**src/hdl/plid_pkg.sv**
```systemverilog
// ----------------------------------------------------------------------------
// plid_pkg
// Shared types and constants for the positional list insert/delete block.
// ----------------------------------------------------------------------------
package plid_pkg;

  localparam int DEPTH     = 64;
  localparam int ELEM_BITS = 32;

  localparam int AW = $clog2(DEPTH);
  localparam int CW = $clog2(DEPTH + 1);

  localparam int MODE_W = 1;
  localparam int POS_W  = 7;
  localparam int VAL_W  = 32;
  localparam int ST_W   = 2;
  localparam int LEN_W  = 7;

  localparam int CMP_W = ((CW > POS_W) ? CW : POS_W) + 1;

  localparam int IN_DATA_W  = ((POS_W + VAL_W + 7) / 8) * 8;
  localparam int OUT_RAW_W  = ST_W + VAL_W + LEN_W;
  localparam int OUT_DATA_W = ((OUT_RAW_W + 7) / 8) * 8;
  localparam int OUT_PAD_W  = OUT_DATA_W - OUT_RAW_W;

  localparam logic [MODE_W-1:0] MODE_INSERT = 1'b0;
  localparam logic [MODE_W-1:0] MODE_DELETE = 1'b1;

  typedef enum logic [ST_W-1:0] {
    ST_OK    = 2'd0,
    ST_RANGE = 2'd1,
    ST_FULL  = 2'd2
  } status_e;

  typedef struct packed {
    logic    load;
    logic    clr_rem;
    logic    st_we;
    status_e st_code;
    logic    rd_first;
    logic    rd_loop;
    logic    cap_rem;
    logic    cur_init_ins;
    logic    cur_init_del;
    logic    cur_step;
    logic    wr_shift;
    logic    wr_value;
    logic    cnt_inc;
    logic    cnt_dec;
  } dp_cmd_t;

  typedef struct packed {
    logic is_del;
    logic bad_pos;
    logic full;
    logic more;
  } dp_stat_t;

endpackage

```
**src/hdl/plid_dpath.sv**
```systemverilog
// ----------------------------------------------------------------------------
// plid_dpath
// List storage, length, move cursor and result registers.
// ----------------------------------------------------------------------------
module plid_dpath (
  input  logic                         clk_i,
  input  logic                         rst_ni,
  input  plid_pkg::dp_cmd_t            cmd_i,
  output plid_pkg::dp_stat_t           stat_o,
  input  logic [plid_pkg::MODE_W-1:0]  req_mode_i,
  input  logic [plid_pkg::POS_W-1:0]   req_pos_i,
  input  logic [plid_pkg::VAL_W-1:0]   req_val_i,
  output logic [plid_pkg::ST_W-1:0]    status_o,
  output logic [plid_pkg::VAL_W-1:0]   removed_o,
  output logic [plid_pkg::LEN_W-1:0]   length_o
);

  logic [plid_pkg::ELEM_BITS-1:0] mem_q [plid_pkg::DEPTH];

  logic [plid_pkg::MODE_W-1:0]    mode_q;
  logic [plid_pkg::POS_W-1:0]     pos_q;
  logic [plid_pkg::ELEM_BITS-1:0] val_q;
  logic [plid_pkg::ELEM_BITS-1:0] rdata_q;
  logic [plid_pkg::ELEM_BITS-1:0] rem_q;
  plid_pkg::status_e              status_q;
  logic [plid_pkg::CW-1:0]        cur_q, cur_d;
  logic [plid_pkg::CW-1:0]        count_q, count_d;

  logic                           is_del;
  logic [plid_pkg::POS_W-1:0]     idx_p;
  logic [plid_pkg::CW-1:0]        idx;
  logic [plid_pkg::CMP_W-1:0]     pos_ext;
  logic [plid_pkg::CMP_W-1:0]     cnt_ext;
  logic [plid_pkg::CW-1:0]        cur_dn;
  logic [plid_pkg::CW-1:0]        cur_up;
  logic [plid_pkg::CW-1:0]        rd_addr_w;
  logic [plid_pkg::CW-1:0]        wr_addr_w;
  logic                           rd_en;
  logic                           wr_en;
  logic [plid_pkg::ELEM_BITS-1:0] wr_data;

  function automatic logic [plid_pkg::POS_W-1:0] req_pos_dec(
    input logic [plid_pkg::POS_W-1:0] p
  );
    return p - plid_pkg::POS_W'(1);
  endfunction

  assign is_del  = (mode_q == plid_pkg::MODE_DELETE);
  assign idx_p   = req_pos_dec(pos_q);
  assign idx     = plid_pkg::CW'(idx_p);
  assign pos_ext = plid_pkg::CMP_W'(pos_q);
  assign cnt_ext = plid_pkg::CMP_W'(count_q);
  assign cur_dn  = cur_q - plid_pkg::CW'(1);
  assign cur_up  = cur_q + plid_pkg::CW'(1);

  // position checks
  always_comb begin
    stat_o.is_del  = is_del;
    stat_o.full    = (count_q == plid_pkg::CW'(plid_pkg::DEPTH));
    stat_o.bad_pos = (pos_q == '0) ||
                     (is_del ? (pos_ext > cnt_ext)
                             : (pos_ext > cnt_ext + plid_pkg::CMP_W'(1)));
    stat_o.more    = is_del ? (cur_q < count_q) : (cur_q > idx);
  end

  assign rd_en     = cmd_i.rd_first | cmd_i.rd_loop;
  assign rd_addr_w = cmd_i.rd_first ? idx : (is_del ? cur_q : cur_dn);
  assign wr_en     = cmd_i.wr_shift | cmd_i.wr_value;
  assign wr_addr_w = cmd_i.wr_value ? idx : (is_del ? cur_dn : cur_q);
  assign wr_data   = cmd_i.wr_value ? val_q : rdata_q;

  // list storage
  always_ff @(posedge clk_i) begin
    if (wr_en) begin
      mem_q[wr_addr_w[plid_pkg::AW-1:0]] <= wr_data;
    end
    if (rd_en) begin
      rdata_q <= mem_q[rd_addr_w[plid_pkg::AW-1:0]];
    end
  end

  always_comb begin
    cur_d = cur_q;
    if (cmd_i.cur_init_ins) begin
      cur_d = count_q;
    end else if (cmd_i.cur_init_del) begin
      cur_d = idx + plid_pkg::CW'(1);
    end else if (cmd_i.cur_step) begin
      cur_d = is_del ? cur_up : cur_dn;
    end
  end

  always_comb begin
    count_d = count_q;
    if (cmd_i.cnt_inc) begin
      count_d = count_q + plid_pkg::CW'(1);
    end else if (cmd_i.cnt_dec) begin
      count_d = count_q - plid_pkg::CW'(1);
    end
  end

  always_ff @(posedge clk_i or negedge rst_ni) begin
    if (!rst_ni) begin
      count_q <= '0;
    end else begin
      count_q <= count_d;
    end
  end

  // request and result registers
  always_ff @(posedge clk_i) begin
    cur_q <= cur_d;
    if (cmd_i.load) begin
      mode_q <= req_mode_i;
      pos_q  <= req_pos_i;
      val_q  <= plid_pkg::ELEM_BITS'(req_val_i);
    end
    if (cmd_i.clr_rem) begin
      rem_q <= '0;
    end else if (cmd_i.cap_rem) begin
      rem_q <= rdata_q;
    end
    if (cmd_i.st_we) begin
      status_q <= cmd_i.st_code;
    end
  end

  assign status_o  = status_q;
  assign removed_o = plid_pkg::VAL_W'(rem_q);
  assign length_o  = plid_pkg::LEN_W'(count_q);

endmodule

```
**src/hdl/plid_ctrl.sv**
```systemverilog
// ----------------------------------------------------------------------------
// plid_ctrl
// Sequencer for checks, entry moves and result handshake.
// ----------------------------------------------------------------------------
module plid_ctrl (
  input  logic               clk_i,
  input  logic               rst_ni,
  input  logic               in_valid_i,
  output logic               in_ready_o,
  output logic               out_valid_o,
  input  logic               out_ready_i,
  output plid_pkg::dp_cmd_t  cmd_o,
  input  plid_pkg::dp_stat_t stat_i
);

  typedef enum logic [2:0] {
    S_IDLE,
    S_EVAL,
    S_RMV,
    S_RD,
    S_WR,
    S_OUT
  } state_e;

  state_e state_q, state_d;
  logic   in_ready_q, in_ready_d;
  logic   out_valid_q, out_valid_d;

  always_comb begin
    cmd_o         = '0;
    cmd_o.st_code = plid_pkg::ST_OK;
    state_d       = state_q;
    in_ready_d    = in_ready_q;
    out_valid_d   = out_valid_q;
    case (state_q)
      S_IDLE: begin
        if (in_valid_i && in_ready_q) begin
          cmd_o.load = 1'b1;
          in_ready_d = 1'b0;
          state_d    = S_EVAL;
        end
      end
      S_EVAL: begin
        cmd_o.clr_rem = 1'b1;
        cmd_o.st_we   = 1'b1;
        if (stat_i.bad_pos) begin
          cmd_o.st_code = plid_pkg::ST_RANGE;
          out_valid_d   = 1'b1;
          state_d       = S_OUT;
        end else if (!stat_i.is_del && stat_i.full) begin
          cmd_o.st_code = plid_pkg::ST_FULL;
          out_valid_d   = 1'b1;
          state_d       = S_OUT;
        end else if (stat_i.is_del) begin
          cmd_o.rd_first = 1'b1;
          state_d        = S_RMV;
        end else begin
          cmd_o.cur_init_ins = 1'b1;
          state_d            = S_RD;
        end
      end
      S_RMV: begin
        cmd_o.cap_rem      = 1'b1;
        cmd_o.cur_init_del = 1'b1;
        state_d            = S_RD;
      end
      S_RD: begin
        if (stat_i.more) begin
          cmd_o.rd_loop = 1'b1;
          state_d       = S_WR;
        end else begin
          if (stat_i.is_del) begin
            cmd_o.cnt_dec = 1'b1;
          end else begin
            cmd_o.wr_value = 1'b1;
            cmd_o.cnt_inc  = 1'b1;
          end
          out_valid_d = 1'b1;
          state_d     = S_OUT;
        end
      end
      S_WR: begin
        cmd_o.wr_shift = 1'b1;
        cmd_o.cur_step = 1'b1;
        state_d        = S_RD;
      end
      S_OUT: begin
        if (out_ready_i) begin
          out_valid_d = 1'b0;
          in_ready_d  = 1'b1;
          state_d     = S_IDLE;
        end
      end
      default: begin
        state_d = S_IDLE;
      end
    endcase
  end

  always_ff @(posedge clk_i or negedge rst_ni) begin
    if (!rst_ni) begin
      state_q     <= S_IDLE;
      in_ready_q  <= 1'b1;
      out_valid_q <= 1'b0;
    end else begin
      state_q     <= state_d;
      in_ready_q  <= in_ready_d;
      out_valid_q <= out_valid_d;
    end
  end

  assign in_ready_o  = in_ready_q;
  assign out_valid_o = out_valid_q;

endmodule

```
**src/hdl/positional_list_insert_delete.sv**
```systemverilog
// ----------------------------------------------------------------------------
// positional_list_insert_delete
// Ordered list of up to DEPTH entries with insert and delete at a 1-based
// position; one status result out for every request in.
// ----------------------------------------------------------------------------
// Entries live in a single-port-write, single-port-read memory, and every
// entry that has to move takes one registered read and one write. An insert
// at position p moves each entry from p onward up one, then writes the value;
// a delete captures the entry at p, then moves each later entry down one. A
// rejected request (bad position or full list) is answered after the check.
// A new request is accepted in the cycle after the result is taken. After
// reset the list is empty and the block is ready at once.
module positional_list_insert_delete (
  input  logic                              clk_i,
  input  logic                              rst_ni,
  input  logic                              s_axis_tvalid_i,
  output logic                              s_axis_tready_o,
  // position [6:0], value [38:7], zero fill above
  input  logic [plid_pkg::IN_DATA_W-1:0]    s_axis_tdata_i,
  // mode [0]
  input  logic [plid_pkg::MODE_W-1:0]       s_axis_tuser_i,
  output logic                              m_axis_tvalid_o,
  input  logic                              m_axis_tready_i,
  // status [1:0], removed_value [33:2], list_length [40:34], zero fill above
  output logic [plid_pkg::OUT_DATA_W-1:0]   m_axis_tdata_o
);

  plid_pkg::dp_cmd_t           cmd;
  plid_pkg::dp_stat_t          stat;
  logic [plid_pkg::ST_W-1:0]   status;
  logic [plid_pkg::VAL_W-1:0]  removed;
  logic [plid_pkg::LEN_W-1:0]  length;

  plid_ctrl u_ctrl (
    .clk_i       (clk_i),
    .rst_ni      (rst_ni),
    .in_valid_i  (s_axis_tvalid_i),
    .in_ready_o  (s_axis_tready_o),
    .out_valid_o (m_axis_tvalid_o),
    .out_ready_i (m_axis_tready_i),
    .cmd_o       (cmd),
    .stat_i      (stat)
  );

  plid_dpath u_dpath (
    .clk_i      (clk_i),
    .rst_ni     (rst_ni),
    .cmd_i      (cmd),
    .stat_o     (stat),
    .req_mode_i (s_axis_tuser_i),
    .req_pos_i  (s_axis_tdata_i[plid_pkg::POS_W-1:0]),
    .req_val_i  (s_axis_tdata_i[plid_pkg::POS_W+plid_pkg::VAL_W-1:plid_pkg::POS_W]),
    .status_o   (status),
    .removed_o  (removed),
    .length_o   (length)
  );

  assign m_axis_tdata_o = {{plid_pkg::OUT_PAD_W{1'b0}}, length, removed, status};

endmodule

```
**config.mk**
```make
export PLATFORM = sky130hd
export DESIGN_NAME = positional_list_insert_delete
export DESIGN_NICKNAME = d
export VERILOG_FILES = /design/src/hdl/plid_pkg.sv /design/src/hdl/plid_dpath.sv /design/src/hdl/plid_ctrl.sv /design/src/hdl/positional_list_insert_delete.sv
export SDC_FILE = /design/constraint.sdc
export NUM_CORES = 2
export LEC_CHECK = 0
export BUFFER_PORTS_ARGS = -buffer_cell sky130_fd_sc_hd__clkbuf_2
export CORE_MARGIN = 8
export CORE_UTILIZATION = 55
export CTS_BUF_LIST = sky130_fd_sc_hd__clkbuf_4
export CTS_CLUSTER_SIZE = 24
export DETAILED_ROUTE_END_ITERATION = 12
export PLACE_DENSITY = 0.71
export REMOVE_ABC_BUFFERS = 1
export SYNTH_ARGS = -nofsm -noshare
export SYNTH_HDL_FRONTEND = slang
export SYNTH_SLANG_ARGS = --single-unit
```
**constraint.sdc**
```tcl
create_clock -name clk_i -period 17.2 [get_ports clk_i]
set_input_delay 0.86 -clock clk_i [delete_from_list [all_inputs] [get_ports clk_i]]
set_output_delay 0.86 -clock clk_i [all_outputs]
set_load 0.1 [all_outputs]
```
==> flow_summary.yaml <==
setup_path:
  crit_type: "reg -> reg"
  start_kind: "register"
  r2r_end: "u_dpath.rdata_q[12]$_DFFE_PP_"
  worst_setup_path_end_kind: "register"
  max_stage_delay_ns: 0.88
  r2r_start: "u_dpath.length_o[4]$_DFFE_PN0P_"
  rrSetupSlack_ns: 9.77
  cp_data_arrival_time_ns: 8.45
  rr_worst_depth: 15
  cp_cell_sequence: "inv_1, ha_1, a21oi_1, o21ai_0, o21ai_0, a41oi_1, and2_4, buf_12, buf_4, buf_4, mux2i_1, o22ai_1, o21ai_1, and4_1, nand4_1"
  required_ns: 18.22
  critical_path.slowest_cell: "buf_4"
  path_delay_family: "buffers and inverters"
  path_buf_inv: 4
  cp_max_fo: 164
timing:
  setup_viol: 0
  tightest_slew_ns: 1.32
  fmax_ghz: 0.135
  finalMaxSlewViolations: 0
  finalClockSkew_ns: 0.0885
  hold_viol_final: 0
  fin_crit_sh_pct: 43.2
  grt_setup_unrepaired: "false"
  relSlewSlack_pct: 12.2
  layout_min_cycle_time_ns: 7.43
yosys:
  seq_area_frac_synth_pct: 75.2
  synth_area_leaders: "edfxtp_1 (74%), mux2i_1 (5.8%), nand2_1 (5.4%)"
  synth_top_area_share_pct: 74.1
  synth_cells: 5863
  synth.distinct_cells: 77
  async_reset_ff_share_pct: 0.552
  yosys_register_bits: 2173
  yosys.area.top_type: "edfxtp_1"
  ys_warn_count: 0
  synth_edf_count: 2129
  syn_area_um2: 86200
  synth_top_flop_cell: "edfxtp_1"
  syn_area_per_cell_um2: 14.7
clock_network:
  ctsResizeCount: 0
  clock_latency_ns: 1.34
  path_clk_slew_ns: 0.07
  cts_tree: "done"
  clockBufferDepth: 4
  root_buffer: "clkbuf_4"
  htreeDepth: 6
  postCtsSetupRepairBufs: 0
  cts_inserted_buffers: 560
  clock-sinks: 2173
route:
  drtIter0Drc: 6862
  num_vias: 53600
  viasPerCell: 6.12
  finalWirelength_um: 229000
  drc: 0
  routedWlPerCell_um: 26.2
  drt-pass1-iter-count: 7
  drtAntennaViolNets: 0
pwr:
  p_leak_nw: 34.2
  vdd_drop_max_v: 0.000181
  power.density_nw_per_um2: 189
floorplanning:
  core-area_um2: 156000
  die_w_um: 412
  ios: 95
  start_util_pct: 55.3
  die-area_um2: 170000
  std_cell_rows: 145
  dieHeight_um: 412
run_status:
  status: "complete, no violations"
worst_hold_path:
  holdPathStages: 2
  whs_endpoint: "u_dpath.val_q[30]$_DFFE_PP_"
  hold_path.class: "in -> reg"
  min-delay-start: "s_axis_tdata_i[37]"
grt:
  overflow: 0
  grt_pass1_wl_um: 332000
  grt_max_degree: 213
  grt_antenna_before_repair: 10
  grt_pass1_vias: 52400
  grtUsageTotal_pct: 26.3
layout:
  n_fill_cell: 11500
  nets: 6403
  final_area_um2: 96100
  drive_gt1_share_pct: 17.6
  instances_no_fill: 8746
  area_growth_pct: 11.5
job:
  maxCapViolCount: 0
placed_design:
  hpwl_um: 111000
  numPortBuffers: 86
  placed_area_um2: 89100
  place_inst: 7768
  gp_congestion: 0.853
==> report_power, final <==
part	leakage (nW)	switching (mW)	total, mW	internal, mW
logic	10.7	4.99	6.76	1.78
clock network	3.99	1.97	4.15	2.17
registers	19.6	0.141	7.21	7.07
==> cell usage in the layout, fill, tap and decap left out, types with 8 or more instances in the layout <==
master,n
inv_1,19
buf_4,118
a311oi_1,65
xor2_1,12
nor3_2,25
o21ai_1,46
mux2i_1,504
nand2_1,1201
nand4_1,40
and3_1,190
dfxtp_1,32
o21a_1,8
clkbuf_2,86
nor2b_1,9
a31oi_1,71
nand2_2,34
nor3_1,13
o21ai_0,102
nand3_1,294
inv_2,11
clkinv_2,13
dfrtp_1,11
nor2_1,42
xnor2_1,20
diode_2,8
edfxtp_1,2129
ha_1,40
nor4_1,36
a32oi_1,62
nor2_4,38
a21o_1,13
clkinv_1,91
dlygate4sd3_1,45
and4_1,32
clkbuf_4,809
o22ai_1,252
a21oi_1,59
==> logic make-up (layout without fill, tap and decap cells) <==
family | count (synthesis) | in the layout | synth area share (%)
and+or+nand+nor | 2006 | 2006 | 10.5
buffers and inverters | 389 | 1200 | 2.12
adders and majority gates | 41 | 41 | 0.604
other | 1 | 15 | 0.00435
AOI/OAI and AO/OA | 715 | 715 | 5.37
xor gates and xnor gates | 32 | 32 | 0.325
DFF | 2173 | 2173 | 75.2
muxes | 506 | 506 | 5.88
==> routing by layer <==
layer | wire length, um | vias to the layer above | GRT usage, % | share of wire (%)
li1 | - | 23600 | - | -
met1 | 89100 | 26500 | 35.7 | 39
met2 | 107000 | 3008 | 41.6 | 47
met3 | 25300 | 504 | 6.43 | 11
met4 | 7430 | 2 | 10.1 | 3.2
met5 | 13 | - | 0 | 0.0057
==> how the worst max path moves through the flow <==
| stage | start | endpoint | slack [ns] | cells past startpoint |
|---|---|---|---|---|
| finish | u_dpath.length_o[4]$_DFFE_PN0P_ | u_dpath.rdata_q[12]$_DFFE_PP_ | 9.77 | 15 |
| global route | u_dpath.length_o[4]$_DFFE_PN0P_ | u_dpath.rdata_q[12]$_DFFE_PP_ | 9.29 | 15 |
| CTS | u_dpath.length_o[4]$_DFFE_PN0P_ | u_dpath.rdata_q[12]$_DFFE_PP_ | 9.87 | 15 |
| detailed placement | u_dpath.length_o[4]$_DFFE_PN0P_ | u_dpath.rdata_q[12]$_DFFE_PP_ | 9.90 | 15 |
| global placement | u_dpath.length_o[4]$_DFFE_PN0P_ | u_dpath.rdata_q[12]$_DFFE_PP_ | 9.97 | 15 |
| floorplan | u_dpath.length_o[5]$_DFFE_PN0P_ | u_dpath.rdata_q[30]$_DFFE_PP_ | -13.03 | 12 |
==> layout make-up <==
class / count / area, um2 / area share (%)
antenna: 8 / 20.0 / 0.0208
clock buffer: 809 / 6070 / 6.32
clock inverter: 116 / 512 / 0.532
inverter: 22 / 82.6 / 0.0859
multi-input combinational: 3307 / 20100 / 21.0
sequential: 2173 / 64900 / 67.5
tap: 2058 / 2570 / 2.68
timing repair buffer: 253 / 1850 / 1.92
==> through the flow <==
stage	hold WS (ns)	util (%)	total power [mW]	worst slack, ns	setup TNS (ns)
after CTS	0.132	61.6	18.1	9.87	0
after global routing	0.158	61.6	18.9	9.29	0
after global placement	0.443	57.1	13.8	9.97	0
final	0.253	61.6	18.1	9.77	0
after detailed placement	0.449	57.1	13.9	9.90	0
after floorplan	0.497	-	13.1	-13.03	-388.48
==> synthesized netlist by cell type, drive strengths merged, types with 8 or more instances <==
| library cell | count |
|---|---|
| a21o | 13 |
| nand4 | 41 |
| dfxtp | 32 |
| nand3 | 298 |
| ha | 40 |
| xor2 | 12 |
| o22ai | 253 |
| nor2b | 12 |
| clkbuf | 192 |
| a31oi | 71 |
| mux2i | 504 |
| a32oi | 62 |
| nor3 | 40 |
| o21a | 8 |
| o21ai | 149 |
| dfrtp | 11 |
| buf | 175 |
| and3 | 190 |
| inv | 19 |
| xnor2 | 20 |
| a21oi | 60 |
| a311oi | 65 |
| and2 | 8 |
| nor4 | 41 |
| nand2 | 1236 |
| and4 | 33 |
| edfxtp | 2129 |
| nor2 | 83 |
==> state kept, by name, indices dropped and copies added (netlist names) <==
register / flops
u_dpath.is_del: 1
u_ctrl.state_q: 3
u_dpath.cur_q: 7
u_dpath.length_o: 7
u_dpath.rdata_q: 32
u_dpath.removed_o: 32
u_dpath.val_q: 32
u_dpath.mem_q: 2048
u_ctrl.out_valid_o: 1
u_ctrl.in_ready_o: 1
u_dpath.status_o: 2
u_dpath.pos_q: 7
==> timing repair <==
action	in CTS	in global routing
hold buffers	45	0
endpoints found under the setup margin	0	0
hold endpoints to repair	56	0
(Power assumes the default switching activity.)
